===== config.mk =====
export PLATFORM = sky130hd
export DESIGN_NAME = hashed_linear_probe_insert
export DESIGN_NICKNAME = d
export VERILOG_FILES = /design/src/hlpi_pkg.sv /design/src/hlpi_rem_unit.sv /design/src/hashed_linear_probe_insert.sv
export SDC_FILE = /design/constraint.sdc
export NUM_CORES = 1
export LEC_CHECK = 0
export BUFFER_PORTS_ARGS = -buffer_cell sky130_fd_sc_hd__buf_2
export CELL_PAD_IN_SITES_DETAIL_PLACEMENT = 2
export CELL_PAD_IN_SITES_GLOBAL_PLACEMENT = 2
export CORE_AREA = 2 2 223 225
export CTS_BUF_LIST = sky130_fd_sc_hd__clkbuf_4
export DETAILED_ROUTE_END_ITERATION = 7
export DIE_AREA = 0 0 225 227
export GPL_ROUTABILITY_DRIVEN = 0
export PLACE_DENSITY = 0.88
export RECOVER_POWER = 100
export SLEW_MARGIN = 20
export SYNTH_ARGS = -nofsm -noshare
export SYNTH_HDL_FRONTEND = slang
export SYNTH_HIERARCHICAL = 1
export SYNTH_SLANG_ARGS = --single-unit

===== constraint.sdc =====
create_clock -name i_clk -period 17.45 [get_ports i_clk]
set_clock_uncertainty 0.15 [all_clocks]
set_input_delay 2.6175 -clock i_clk [delete_from_list [all_inputs] [get_ports i_clk]]
set_output_delay 2.6175 -clock i_clk [all_outputs]
set_load 0.02 [all_outputs]

===== src/hlpi_pkg.sv =====
// Shared types, constants and the hash fold function of the hashed linear-probe insert block.
package hlpi_pkg;

    localparam int HASH_W      = 32;
    localparam int KEY_W       = 8;
    localparam int HANDLE_IN_W = 32;
    localparam int SLOT_IDX_W  = 6;
    localparam int SLOTS_REG_W = 7;
    localparam int CFG_DATA_W  = 32;
    localparam int CFG_IDX_W   = 2;
    localparam int MIX_SHIFT   = 15;

    localparam logic [HASH_W-1:0]      MIX_MULT    = 32'h5bd1e995;
    localparam logic [HASH_W-1:0]      SEED_RESET  = 32'h12345678;
    localparam logic [SLOTS_REG_W-1:0] SLOTS_RESET = 7'd64;

    // Configuration register indexes
    localparam logic [CFG_IDX_W-1:0] REG_TABLE_SLOTS = 2'd0;
    localparam logic [CFG_IDX_W-1:0] REG_HASH_SEED   = 2'd1;

    // Result status codes
    localparam logic STATUS_INSERTED = 1'b0;
    localparam logic STATUS_FULL     = 1'b1;

    typedef enum logic [2:0] {
        S_CLEAR,
        S_IDLE,
        S_MOD,
        S_RD,
        S_CHK
    } t_state;

    typedef struct packed {
        logic [KEY_W-1:0]       key_byte;
        logic                   byte_valid;
        logic                   key_last;
        logic [HANDLE_IN_W-1:0] entry_handle;
    } t_in_item;

    typedef struct packed {
        logic                  status;
        logic [SLOT_IDX_W-1:0] slot_index;
        logic [HASH_W-1:0]     key_hash;
    } t_out_item;

    // Fold one byte into the running hash: xor, multiply, xor with shifted self.
    function automatic logic [HASH_W-1:0] fold_byte(input logic [HASH_W-1:0] h,
                                                    input logic [KEY_W-1:0]  b);
        logic [HASH_W-1:0] x;
        logic [HASH_W-1:0] p;
        x = h ^ {{(HASH_W-KEY_W){1'b0}}, b};
        p = x * MIX_MULT;
        return p ^ (p >> MIX_SHIFT);
    endfunction

endpackage


===== src/hlpi_rem_unit.sv =====
// Bit-serial remainder unit: one dividend bit per cycle, hash modulo slot count.
module hlpi_rem_unit #(
    parameter int DIV_W = 7
) (
    input  logic                           i_clk,
    input  logic                           i_rst_n,
    input  logic                           i_start,
    input  logic [hlpi_pkg::HASH_W-1:0]    i_dividend,
    input  logic [DIV_W-1:0]               i_divisor,
    output logic                           o_done,
    output logic [DIV_W-1:0]               o_rem
);

    localparam int STEP_W = $clog2(hlpi_pkg::HASH_W);
    localparam logic [STEP_W-1:0] LAST_STEP = STEP_W'(hlpi_pkg::HASH_W - 1);

    logic                        r_run;
    logic                        r_done;
    logic [STEP_W-1:0]           r_step;
    logic [hlpi_pkg::HASH_W-1:0] r_dvd;
    logic [DIV_W-1:0]            r_rem;
    logic [DIV_W-1:0]            n_rem;
    logic [DIV_W:0]              w_trial;

    // Shift in the next dividend bit, subtract the divisor when it fits.
    always_comb begin
        w_trial = {r_rem, r_dvd[hlpi_pkg::HASH_W-1]};
        if (w_trial >= {1'b0, i_divisor}) begin
            w_trial = w_trial - {1'b0, i_divisor};
        end
        n_rem = w_trial[DIV_W-1:0];
    end

    always_ff @(posedge i_clk) begin
        if (!i_rst_n) begin
            r_run  <= 1'b0;
            r_done <= 1'b0;
            r_step <= '0;
        end else begin
            r_done <= r_run && (r_step == LAST_STEP);
            if (i_start) begin
                r_run  <= 1'b1;
                r_step <= '0;
            end else if (r_run) begin
                r_step <= r_step + STEP_W'(1);
                if (r_step == LAST_STEP) begin
                    r_run <= 1'b0;
                end
            end
        end
    end

    always_ff @(posedge i_clk) begin
        if (i_start) begin
            r_dvd <= i_dividend;
            r_rem <= '0;
        end else if (r_run) begin
            r_dvd <= r_dvd << 1;
            r_rem <= n_rem;
        end
    end

    assign o_done = r_done;
    assign o_rem  = r_rem;

endmodule


===== src/hashed_linear_probe_insert.sv =====
// Top level: byte-stream Murmur hash with linear-probe insert into an open-addressing table.
//
//  Channel  | Ports                                   | Handshake
//  ---------+-----------------------------------------+-----------------------------------
//  item in  | start, busy, i_item                     | taken when start & !busy
//  result   | o_done, o_result                        | one-cycle strobe, cannot be held
//  config   | i_cfg_we, i_cfg_idx, i_cfg_wdata        | written when i_cfg_we, no wait
//
// Flow: a key byte without key_last is folded into the hash on the accepting edge, and busy
// stays low. A key_last transaction runs the bit-serial remainder unit over the hash, takes
// its result, then spends a registered valid-memory read and then a check on each probe.
// o_done rises after the last probe, or right after the remainder result when the table is
// full up front; busy falls on that same edge, so the next transaction can be taken only
// once the result of the previous key_last is out.
// Reset: synchronous, active low; after reset a clearing pass writes every valid bit to
// zero, one slot a cycle, with busy high. Config writes are taken during that pass. The
// receiver cannot stall; each result is valid on o_result in the cycle in which o_done is
// high.
module hashed_linear_probe_insert #(
    parameter int TABLE_DEPTH  = 64,
    parameter int HANDLE_WIDTH = 32
) (
    input  logic                               i_clk,
    input  logic                               i_rst_n,
    input  logic                               start,
    output logic                               busy,
    input  hlpi_pkg::t_in_item                 i_item,
    output logic                               o_done,
    output hlpi_pkg::t_out_item                o_result,
    input  logic                               i_cfg_we,
    input  logic [hlpi_pkg::CFG_IDX_W-1:0]     i_cfg_idx,
    input  logic [hlpi_pkg::CFG_DATA_W-1:0]    i_cfg_wdata
);

    localparam int IDX_W = $clog2(TABLE_DEPTH);
    localparam int CNT_W = $clog2(TABLE_DEPTH + 1);
    localparam int XW    = (CNT_W > hlpi_pkg::SLOTS_REG_W) ? CNT_W : hlpi_pkg::SLOTS_REG_W;
    localparam int HW    = hlpi_pkg::HASH_W;

    // Control state
    hlpi_pkg::t_state r_state, n_state;
    logic [IDX_W-1:0] r_clr_addr;
    logic [CNT_W-1:0] r_count, n_count;
    logic             r_done, n_done;

    // Configuration and hash accumulator
    logic [hlpi_pkg::SLOTS_REG_W-1:0] r_table_slots;
    logic [HW-1:0]                    r_seed;
    logic [HW-1:0]                    r_hash;

    // Per-key payload
    logic [HW-1:0]                    r_key_hash;
    logic [hlpi_pkg::HANDLE_IN_W-1:0] r_handle;
    logic [IDX_W-1:0]                 r_pos, n_pos;
    logic [CNT_W-1:0]                 r_n, n_n;
    hlpi_pkg::t_out_item              r_result, n_result;

    // Table storage
    logic                    r_valid_mem [TABLE_DEPTH];
    logic [HANDLE_WIDTH-1:0] r_handle_mem [TABLE_DEPTH];
    logic                    r_rd_valid;
    logic                    w_vld_we;
    logic [IDX_W-1:0]        w_vld_addr;
    logic                    w_vld_wdata;
    logic                    w_hdl_we;

    // Datapath helpers
    logic                          w_accept;
    logic [HW-1:0]                 w_folded;
    logic [XW-1:0]                 w_slots_x;
    logic [CNT_W-1:0]              w_slots;
    logic [CNT_W-1:0]              w_pos_inc;
    logic [CNT_W-1:0]              w_n_inc;
    logic                          w_full_now;
    logic                          w_rem_done;
    logic [CNT_W-1:0]              w_rem;
    logic [IDX_W+hlpi_pkg::SLOT_IDX_W-1:0] w_pos_ext;
    logic [HANDLE_WIDTH+hlpi_pkg::HANDLE_IN_W-1:0] w_hdl_ext;

    assign w_accept = start && !busy;

    // Fold the current byte, or keep the hash for an empty key.
    assign w_folded = i_item.byte_valid ? hlpi_pkg::fold_byte(r_hash, i_item.key_byte)
                                        : r_hash;

    // Saturate the slot count to 2..TABLE_DEPTH.
    always_comb begin
        w_slots_x = XW'(r_table_slots);
        if (w_slots_x < XW'(2)) begin
            w_slots_x = XW'(2);
        end else if (w_slots_x > XW'(TABLE_DEPTH)) begin
            w_slots_x = XW'(TABLE_DEPTH);
        end
        w_slots = w_slots_x[CNT_W-1:0];
    end

    assign w_pos_inc  = CNT_W'(r_pos) + CNT_W'(1);
    assign w_n_inc    = r_n + CNT_W'(1);
    // One slot always stays free: full once count + 1 reaches the slot count.
    assign w_full_now = ({1'b0, r_count} + (CNT_W+1)'(1)) >= {1'b0, w_slots};
    assign w_pos_ext  = {{hlpi_pkg::SLOT_IDX_W{1'b0}}, r_pos};
    assign w_hdl_ext  = {{HANDLE_WIDTH{1'b0}}, r_handle};

    // Home slot = hash mod slot count, one bit per cycle.
    hlpi_rem_unit #(
        .DIV_W(CNT_W)
    ) u_rem (
        .i_clk      (i_clk),
        .i_rst_n    (i_rst_n),
        .i_start    (w_accept && i_item.key_last),
        .i_dividend (w_folded),
        .i_divisor  (w_slots),
        .o_done     (w_rem_done),
        .o_rem      (w_rem)
    );

    // Next state
    always_comb begin
        n_state = r_state;
        unique case (r_state)
            hlpi_pkg::S_CLEAR: begin
                if (r_clr_addr == IDX_W'(TABLE_DEPTH - 1)) begin
                    n_state = hlpi_pkg::S_IDLE;
                end
            end
            hlpi_pkg::S_IDLE: begin
                if (w_accept && i_item.key_last) begin
                    n_state = hlpi_pkg::S_MOD;
                end
            end
            hlpi_pkg::S_MOD: begin
                if (w_rem_done) begin
                    n_state = w_full_now ? hlpi_pkg::S_IDLE : hlpi_pkg::S_RD;
                end
            end
            hlpi_pkg::S_RD: begin
                n_state = hlpi_pkg::S_CHK;
            end
            hlpi_pkg::S_CHK: begin
                if (!r_rd_valid || (w_n_inc == w_slots)) begin
                    n_state = hlpi_pkg::S_IDLE;
                end else begin
                    n_state = hlpi_pkg::S_RD;
                end
            end
            default: n_state = hlpi_pkg::S_IDLE;
        endcase
    end

    // Outputs and datapath controls
    always_comb begin
        n_pos               = r_pos;
        n_n                 = r_n;
        n_count             = r_count;
        n_done              = 1'b0;
        n_result            = r_result;
        w_vld_we            = 1'b0;
        w_vld_addr          = r_pos;
        w_vld_wdata         = 1'b0;
        w_hdl_we            = 1'b0;
        unique case (r_state)
            hlpi_pkg::S_CLEAR: begin
                w_vld_we   = 1'b1;
                w_vld_addr = r_clr_addr;
            end
            hlpi_pkg::S_IDLE: begin
            end
            hlpi_pkg::S_MOD: begin
                if (w_rem_done) begin
                    n_pos = w_rem[IDX_W-1:0];
                    n_n   = '0;
                    if (w_full_now) begin
                        n_done              = 1'b1;
                        n_result.status     = hlpi_pkg::STATUS_FULL;
                        n_result.slot_index = '0;
                        n_result.key_hash   = r_key_hash;
                    end
                end
            end
            hlpi_pkg::S_RD: begin
            end
            hlpi_pkg::S_CHK: begin
                n_result.key_hash = r_key_hash;
                if (!r_rd_valid) begin
                    // Claim the free slot.
                    w_vld_we            = 1'b1;
                    w_vld_wdata         = 1'b1;
                    w_hdl_we            = 1'b1;
                    n_count             = r_count + CNT_W'(1);
                    n_done              = 1'b1;
                    n_result.status     = hlpi_pkg::STATUS_INSERTED;
                    n_result.slot_index = w_pos_ext[hlpi_pkg::SLOT_IDX_W-1:0];
                end else if (w_n_inc == w_slots) begin
                    n_done              = 1'b1;
                    n_result.status     = hlpi_pkg::STATUS_FULL;
                    n_result.slot_index = '0;
                end else begin
                    // Advance with wrap at the slot count.
                    n_pos = (w_pos_inc == w_slots) ? '0 : w_pos_inc[IDX_W-1:0];
                    n_n   = w_n_inc;
                end
            end
            default: begin
            end
        endcase
    end

    // Control registers
    always_ff @(posedge i_clk) begin
        if (!i_rst_n) begin
            r_state       <= hlpi_pkg::S_CLEAR;
            r_clr_addr    <= '0;
            r_count       <= '0;
            r_done        <= 1'b0;
            r_table_slots <= hlpi_pkg::SLOTS_RESET;
            r_seed        <= hlpi_pkg::SEED_RESET;
            r_hash        <= hlpi_pkg::SEED_RESET;
        end else begin
            r_state <= n_state;
            r_count <= n_count;
            r_done  <= n_done;
            if (r_state == hlpi_pkg::S_CLEAR) begin
                r_clr_addr <= r_clr_addr + IDX_W'(1);
            end
            if (i_cfg_we && (i_cfg_idx == hlpi_pkg::REG_TABLE_SLOTS)) begin
                r_table_slots <= i_cfg_wdata[hlpi_pkg::SLOTS_REG_W-1:0];
            end
            // A seed write restarts any key in progress.
            if (i_cfg_we && (i_cfg_idx == hlpi_pkg::REG_HASH_SEED)) begin
                r_seed <= i_cfg_wdata[HW-1:0];
                r_hash <= i_cfg_wdata[HW-1:0];
            end else if (w_accept) begin
                r_hash <= i_item.key_last ? r_seed : w_folded;
            end
        end
    end

    // Payload registers
    always_ff @(posedge i_clk) begin
        r_pos    <= n_pos;
        r_n      <= n_n;
        r_result <= n_result;
        if (w_accept && i_item.key_last) begin
            r_key_hash <= w_folded;
            r_handle   <= i_item.entry_handle;
        end
    end

    // Valid-bit memory: one write port, registered read at the probe position.
    always_ff @(posedge i_clk) begin
        if (w_vld_we) begin
            r_valid_mem[w_vld_addr] <= w_vld_wdata;
        end
        r_rd_valid <= r_valid_mem[r_pos];
    end

    // Handle memory: written on insert only.
    always_ff @(posedge i_clk) begin
        if (w_hdl_we) begin
            r_handle_mem[r_pos] <= w_hdl_ext[HANDLE_WIDTH-1:0];
        end
    end

    assign busy     = (r_state != hlpi_pkg::S_IDLE);
    assign o_done   = r_done;
    assign o_result = r_result;

endmodule

==> impl_metrics.yaml, run 1 <==
critical_path:
  crit_buf_inv: 10
  worst-r2r-setup-slack_ps: 7150
  worst-r2r-cell-count: 30
  crit_path_kind: "in2reg"
  worst_ep_arrival_time_ps: 12330
  path_max_fanout: 9
  worstReg2RegEnd: "u_rem/r_dvd[13]"
  critical_path.startpoint: "i_item[35]"
  critical-path-top-cell-by-count: "inv_1"
  cp.required_ps: 17850
  timing.critical_path.from_type: "input port"
  timing.critical_path.max_delay_family: "adder cells"
  end_kind: "register"
  rr_startpoint: "r_hash[1]"
  critical_path.slowest_cell: "a211oi_1"
  crit_path_max_incr_delay_ps: 1050
synthesis:
  count_of_flip_flops_with_a_built_in_enable_after_synthesis: 180
  async_flop_share: 0
  ys_ff_latch: 283
  synth.most_common_cell: "inv_1"
  synth_top_cell_area_share: 0.2442
  postSynthAreaPerCell_um2: 10.43
  postSynthCellCount: 2122
  post_synth_top_cells: "390 x inv_1, 225 x ha_1, 180 x edfxtp_1"
  largest_cells_by_area_after_synthesis: "edfxtp_1 24%, fa_1 16%, ha_1 13%"
  synthesis.yosys.warnings: 6
  synth_seq_area_share: 0.3373
  synthesis.area_um2: 22140
  syn-num-nets: 2602
  yosys.area.top_type: "edfxtp_1"
  synth.distinct_cells: 81
  postSynth.topFlopCell: "edfxtp_1"
floorplanning:
  core-area_um2: 48550
  fp.dieW_um: 225
  die-area_um2: 51080
  design.portCount: 121
  std_cell_rows: 81
  chip_height_um: 227
  start_util: 0.4560
min_path:
  path_type_of_the_worst_min_delay_path: "reg2reg"
  hp-start: "r_key_hash[9]"
  hold_crit_endpoint: "o_result[9]"
  worst_hold_depth: 0
layout:
  ratio_of_cells_with_drive_above_1_in_the_final_layout: 0.1072
  areaGrowthSynthToFinish_pct: 9.286
  fillers: 4945
  multiInputGateArea_um2: 12870
  ff_latch_area_um2: 7467
  layout.nets: 2725
grt:
  grt_first_pass_wirelength_um: 144300
  globalRoute.totalOverflow: 0
  grt_start_max_net_pins: 79
  grt_antenna_before_repair: 6
  grt_pass1_vias: 21450
  grt_util_all_layers: 0.3939
timing:
  final-hold-violation-count: 0
  tightestPinTransition_ps: 4484
  post-route-min-period_ps: 11940
  timing.final.max_slew_violations: 323
  relSlewSlack: -1.989
  timing.final.crit_share: 0.6840
  grt_setup_unrepaired: "no"
  post_route_setup_tns_ps: 0
  setup_viol_count_final: 0
  highest_clock_rate_ghz: 0.08379
placed_design:
  buffer_ports.inserted: 88
  detailedPlacementHpwl_um: 62420
routing:
  average_routed_wire_per_standard_cell_um: 33.76
  detail_route.vias_per_cell: 6.171
  remaining_drc_errors: 0
  drt_pre_antenna_iters: 5
  totalWireLength_um: 99040
  vias: 18110
  drt_iter0_drc: 1370
  drt.antenna.violating_nets: 0
clock_tree:
  number_of_sinks_driven_by_the_clock_tree: 283
  cts_resized: 0
  path_clk_slew_ps: 80
  hold_buffers: 0
  worstSkewPairLatency_ps: 840
  cts_max_level: 3
  cts_tree: "done"
  post-cts-setup-buffer-count: 0
  root_buffer: "clkbuf_4"
  clockBufferDepth: 3
  cts_inserted_buffers: 75
run_status:
  violations: "max-capacitance violations, max-slew violations"
  run_status: "complete, but fails checks"
run:
  drv_cap: 7
[worst max-delay path by stage]
stage | end | slack (ps) | cells after the start
finish | u_rem/r_dvd[13] | 5510 | 31
detailed placement | u_rem/r_dvd[13] | 6210 | 27
floorplan | u_rem/r_dvd[30] | 7650 | 29
global route | u_rem/r_dvd[13] | 5460 | 31
CTS | u_rem/r_dvd[13] | 6620 | 26
global placement | u_rem/r_dvd[13] | 6500 | 29
[final cells by class]
type / count / share of cell area
flip-flops and latches: 283 / 0.3086
clock inverters: 19 / 0.006775
well taps: 622 / 0.03217
multi-input cells: 1381 / 0.5322
clock buffers: 118 / 0.03662
inverters: 393 / 0.06097
diodes: 7 / 0.0007240
repair buffers: 111 / 0.02193
[layer usage]
layer	track usage	vias to the layer above	part of all wire	wire length [um]
li1	-	7325	-	-
met1	0.3933	9187	0.33	32850
met2	0.6854	1035	0.50	49440
met3	0.1017	555	0.068	6718
met4	0.3422	4	0.10	10000
met5	0	-	0.00029	29
[state kept, by name (all words and copies together) (netlist names), 7 cells and up]
register / cells
r_hash: 32
r_count: 7
u_rem/o_rem: 7
u_rem/r_dvd: 32
r_key_hash: 32
r_table_slots: 7
r_valid_mem: 64
r_n: 7
o_result: 39
r_seed: 32
[per-stage QoR]
stage          instances    util  hold WS [ps]  setup WS, ps  area, um2
2_1_floorplan       2122       -         250.3          7648      22140
6_report            2934  0.4984         267.8          5515      24190
3_5_place_dp        2790  0.4790         256.2          6209      23250
5_1_grt             2934  0.4984         278.3          5455      24190
4_1_cts             2927  0.5006         271.7          6623      24300
3_3_place_gp        2789  0.4787         251.2          6500      23240
[layout by cell type, fill, tap and decap left out, types with 7 or more instances in the layout]
| cell type | instances |
|---|---|
| nand3_1 | 31 |
| o21ai_0 | 49 |
| inv_1 | 389 |
| a21oi_1 | 90 |
| dfxtp_1 | 103 |
| a211oi_1 | 14 |
| o211ai_1 | 8 |
| o21a_1 | 13 |
| nand3b_1 | 9 |
| mux2_2 | 24 |
| mux2_1 | 23 |
| ha_1 | 225 |
| buf_2 | 43 |
| edfxtp_1 | 180 |
| mux4_2 | 21 |
| xnor2_1 | 98 |
| nor3b_1 | 8 |
| a21o_1 | 26 |
| xor2_1 | 37 |
| and2_1 | 13 |
| fa_1 | 175 |
| clkbuf_1 | 52 |
| a31oi_1 | 12 |
| and2_0 | 9 |
| nor2b_1 | 11 |
| and3_1 | 11 |
| nor2_1 | 157 |
| buf_4 | 16 |
| clkinv_1 | 14 |
| mux2i_1 | 23 |
| nor3_1 | 16 |
| nand2_1 | 157 |
| clkbuf_4 | 118 |
| nand2b_1 | 18 |
| diode_2 | 7 |
[cell families (layout without fill, tap and decap cells)]
logic type / count (synthesis) / in the layout / synth area share
AND/OR/NAND/NOR: 464 / 464 / 0.09428
buffers and inverters: 458 / 641 / 0.07980
adder cells (fa/ha/maj): 403 / 403 / 0.2868
flip-flops: 283 / 283 / 0.3373
AO/OA/AOI/OAI: 279 / 279 / 0.08438
XOR/XNOR: 144 / 144 / 0.06178
multiplexers: 91 / 91 / 0.05567
other: 0 / 7 / 0
Power of run 1 is not shown: default switching activity piles up to over one toggle a cycle in this logic, so the estimate is an artifact.
==> run 2, diff against run 1 <==
- CORE_AREA: 2 2 223 225 -> 2 2 230 232
- DIE_AREA: 0 0 225 227 -> 0 0 232 234
- PLACE_DENSITY: 0.88 -> 0.83
- clock period: 17.45 -> 11.56 ns (I/O delays scaled with it)
==> run 2 against run 1 <==
Net effect: clock-buffer cell count is 2 lower; sequential share of layout area is 0.10 points lower; cell area is 0.33% higher; the flow still finishes with violations (max-capacitance violations, max-slew violations); core utilization is 3.2 points lower; via count is 5.7% lower; critical endpoint unchanged; non-clock buffer count is 3 higher; global-route usage is 8.7 points lower; critical path depth is 2 lower; sequential cell count stayed put; hold slack worse by 13 ps.
==> impl_metrics.yaml, run 2 (same netlist as run 1, synthesis figures left out) <==
run_status:
  run_status: "complete, but fails checks"
  violations: "max-capacitance violations, max-slew violations"
clock_tree:
  post-cts-setup-buffer-count: 0
  cts_inserted_buffers: 77
  cts_tree: "done"
  hold_buffers: 0
  path_clk_slew_ps: 70
  root_buffer: "clkbuf_4"
  cts_max_level: 3
  clockBufferDepth: 3
  worstSkewPairLatency_ps: 790
  number_of_sinks_driven_by_the_clock_tree: 283
  cts_resized: 0
routing:
  remaining_drc_errors: 0
  totalWireLength_um: 82160
  drt.antenna.violating_nets: 0
  average_routed_wire_per_standard_cell_um: 27.40
  vias: 17080
  detail_route.vias_per_cell: 5.695
  drt_iter0_drc: 990
  drt_pre_antenna_iters: 5
timing:
  highest_clock_rate_ghz: 0.09909
  final-hold-violation-count: 0
  relSlewSlack: -1.500
  timing.final.crit_share: 0.8730
  timing.final.max_slew_violations: 308
  grt_setup_unrepaired: "no"
  post_route_setup_tns_ps: 0
  tightestPinTransition_ps: 3750
  post-route-min-period_ps: 10090
  setup_viol_count_final: 0
grt:
  grt_first_pass_wirelength_um: 123500
  globalRoute.totalOverflow: 0
  grt_start_max_net_pins: 74
  grt_pass1_vias: 19890
  grt_antenna_before_repair: 2
  grt_util_all_layers: 0.3070
critical_path:
  crit_path_kind: "in2reg"
  critical-path-top-cell-by-count: "inv_1"
  critical_path.startpoint: "i_item[34]"
  path_max_fanout: 6
  cp.required_ps: 11930
  end_kind: "register"
  crit_path_max_incr_delay_ps: 990
  worst_ep_arrival_time_ps: 10460
  timing.critical_path.from_type: "input port"
  critical_path.slowest_cell: "a211oi_1"
  rr_startpoint: "r_hash[0]"
layout:
  layout.nets: 2730
  ff_latch_area_um2: 7467
  most-common-layout-cells: "390 x inv_1, 225 x ha_1, 180 x edfxtp_1, 175 x fa_1"
  ratio_of_cells_with_drive_above_1_in_the_final_layout: 0.1070
  areaGrowthSynthToFinish_pct: 9.648
  multiInputGateArea_um2: 12860
  largest_register_ffs: 64
  max_flop_register: "r_valid_mem"
  postLayoutCoreUtil: 0.4666
  fillers: 5432
  mostFrequentLayoutCell: "inv_1"
floorplanning:
  die-area_um2: 54290
  std_cell_rows: 84
  start_util: 0.4255
  design.portCount: 121
  core-area_um2: 52020
  fp.dieW_um: 232
  chip_height_um: 234
min_path:
  path_type_of_the_worst_min_delay_path: "reg2reg"
  hp-start: "r_key_hash[14]"
placed_design:
  detailedPlacementHpwl_um: 58650
  buffer_ports.inserted: 88
run:
  drv_cap: 7
==> run 2: changes by cell type in the layout (fill, tap and decap cells not counted), sizes merged <==
cell and change:
diode -6, buf +4, clkbuf -3, clkinv +2, inv +2, clkinvlp -1
==> run 2: per-layer routing <==
layer / up-vias / wire length, um / GRT usage
met5: - / 15 / 0
met4: 2 / 5134 / 0.1799
met2: 608 / 42400 / 0.5555
met1: 8836 / 31010 / 0.3437
met3: 288 / 3597 / 0.04499
li1: 7341 / - / -
==> run 2: worst paths after layout <==
kind	cells past startpoint	endpoint	slack (ps)
worst max register to register	28	u_rem/r_dvd[13]	2170
worst min-delay path	0	o_result[14]	250
worst max-delay path	29	u_rem/r_dvd[13]	1470
worst min register to register	0	o_result[14]	250
==> run 2: metrics by stage <==
step / hold WS, ps / std cells / cell area (um2) / setup WS [ps]
6_report: 254.5 / 2998 / 24270 / 1468
5_1_grt: 277.9 / 2998 / 24270 / 1334
4_1_cts: 257.7 / 2996 / 24390 / 2067
3_5_place_dp: 255.7 / 2858 / 23340 / 1228
3_3_place_gp: 252.6 / 2858 / 23340 / 1667
2_1_floorplan: 250.3 / 2122 / 22140 / 2641
==> run 2: cell type report <==
class,count,share of cell area
clock inverters,22,0.007062
inverters,393,0.06077
flip-flops and latches,283,0.3076
clock buffers,116,0.03588
multi-input cells,1381,0.5299
well taps,688,0.03546
repair buffers,114,0.02314
diodes,1,0.0001031
==> run 2: critical path, delay by kind of cell <==
family	cells	cell delay [ps]
AOI/OAI and AO/OA	3	1490
xor gates and xnor gates	3	1430
adders and majority gates	9	3840
buffers and inverters	8	680
muxes	2	700
and+or+nand+nor	4	560
Power of run 2 is left out for the same reason.
==> run 3, diff against run 2 <==
- PLACE_DENSITY: 0.83 -> 0.94
==> run 3 against run 2 <==
Net effect: the flow still finishes with violations (max-capacitance violations, max-slew violations); worst setup slack lost 1200 ps; first-iteration DRC count grew 98%; register-to-register slack lost 1300 ps; routed wire length grew 37%; maximum frequency shrank 10%; via count grew 12%; critical path depth shrank 4; sequential share of layout area is essentially flat; sequential cell count is the same; hold slack gained 1.3 ps; die area is the same; critical endpoint unchanged; largest cell class unchanged.
==> impl_metrics.yaml, run 3 (same netlist as run 1, synthesis figures left out) <==
routing:
  average_routed_wire_per_standard_cell_um: 37.50
  detail_route.vias_per_cell: 6.351
  drt_iter0_drc: 1959
  remaining_drc_errors: 0
  vias: 19120
  totalWireLength_um: 112900
  drt.antenna.violating_nets: 0
  drt_pre_antenna_iters: 7
clock_tree:
  number_of_sinks_driven_by_the_clock_tree: 283
  root_buffer: "clkbuf_4"
  cts_max_level: 3
  cts_inserted_buffers: 76
  post-cts-setup-buffer-count: 0
  hold_buffers: 0
  clockBufferDepth: 3
  path_clk_slew_ps: 110
  cts_resized: 0
  worstSkewPairLatency_ps: 830
  cts_tree: "done"
critical_path:
  worst_ep_arrival_time_ps: 11640
  worst-r2r-cell-count: 24
  cp.required_ps: 11930
  critical_path.startpoint: "i_item[39]"
  worstReg2RegEnd: "u_rem/r_dvd[13]"
  timing.critical_path.from_type: "input port"
  path_max_fanout: 9
  end_kind: "register"
  critical_path.slowest_cell: "fa_1"
  crit_path_kind: "in2reg"
  crit_path_max_incr_delay_ps: 810
  worst-r2r-setup-slack_ps: 860
  rr_startpoint: "r_hash[5]"
  critical-path-top-cell-by-count: "inv_1"
  crit_buf_inv: 7
  timing.critical_path.max_delay_family: "adder cells"
run_status:
  run_status: "complete, but fails checks"
  violations: "max-capacitance violations, max-slew violations"
floorplanning:
  design.portCount: 121
  chip_height_um: 234
  std_cell_rows: 84
  core-area_um2: 52020
  fp.dieW_um: 232
  start_util: 0.4255
  die-area_um2: 54290
min_path:
  hold_crit_endpoint: "o_result[1]"
  worst_hold_depth: 0
  hp-start: "r_key_hash[1]"
  path_type_of_the_worst_min_delay_path: "reg2reg"
timing:
  final-hold-violation-count: 0
  tightestPinTransition_ps: 3942
  grt_setup_unrepaired: "no"
  highest_clock_rate_ghz: 0.08872
  setup_viol_count_final: 0
  post_route_setup_tns_ps: 0
  post-route-min-period_ps: 11270
  timing.final.max_slew_violations: 271
  timing.final.crit_share: 0.9750
  relSlewSlack: -1.628
grt:
  grt_pass1_vias: 22060
  grt_start_max_net_pins: 67
  grt_util_all_layers: 0.4120
  grt_antenna_before_repair: 12
  grt_first_pass_wirelength_um: 157400
  globalRoute.totalOverflow: 0
layout:
  max_flop_register: "r_valid_mem"
  mostFrequentLayoutCell: "inv_1"
  postLayoutCoreUtil: 0.4660
  areaGrowthSynthToFinish_pct: 9.507
  ff_latch_area_um2: 7467
  most-common-layout-cells: "391 x inv_1, 225 x ha_1, 180 x edfxtp_1, 175 x fa_1, 159 x nor2_1"
  ratio_of_cells_with_drive_above_1_in_the_final_layout: 0.1026
  largest_register_ffs: 64
  layout.nets: 2728
  fillers: 5332
  multiInputGateArea_um2: 12860
run:
  drv_cap: 7
placed_design:
  detailedPlacementHpwl_um: 68630
  buffer_ports.inserted: 88
[run 3: area by class of cell]
cell class / count / area share
clock buffers: 109 / 0.03375
diodes: 14 / 0.001445
clock inverters: 30 / 0.007071
repair buffers: 113 / 0.02271
multi-input cells: 1381 / 0.5306
flip-flops and latches: 283 / 0.3080
well taps: 688 / 0.03551
inverters: 393 / 0.06085
[run 3: worst max-delay path by stage]
stage	cells past startpoint	end	slack, ps
after floorplan	29	u_rem/r_dvd[30]	2640
after global placement	26	u_rem/r_dvd[13]	1820
after detailed placement	29	u_rem/r_dvd[13]	1150
after CTS	29	u_rem/r_dvd[9]	1660
after global routing	25	u_rem/r_dvd[13]	200
final	25	u_rem/r_dvd[13]	290
[run 3: routing by layer]
layer,GRT usage,wire length [um],share of wire,vias to the layer above
li1,-,-,-,7337
met1,0.3898,35120,0.31,9483
met2,0.6813,53270,0.47,1466
met3,0.1417,10350,0.092,827
met4,0.4241,14100,0.12,10
met5,0.01964,70,0.00062,-
[run 3: metrics by stage]
stage / worst slack (ps) / cells / hold slack (ps) / cell area (um2)
3_3_place_gp: 1822 / 2858 / 251.3 / 23340
6_report: 288.4 / 3011 / 255.7 / 24240
3_5_place_dp: 1146 / 2858 / 255.5 / 23340
4_1_cts: 1661 / 2997 / 272.1 / 24330
2_1_floorplan: 2641 / 2122 / 250.3 / 22140
5_1_grt: 196.3 / 3005 / 285.8 / 24230
Power of run 3 is left out for the same reason.
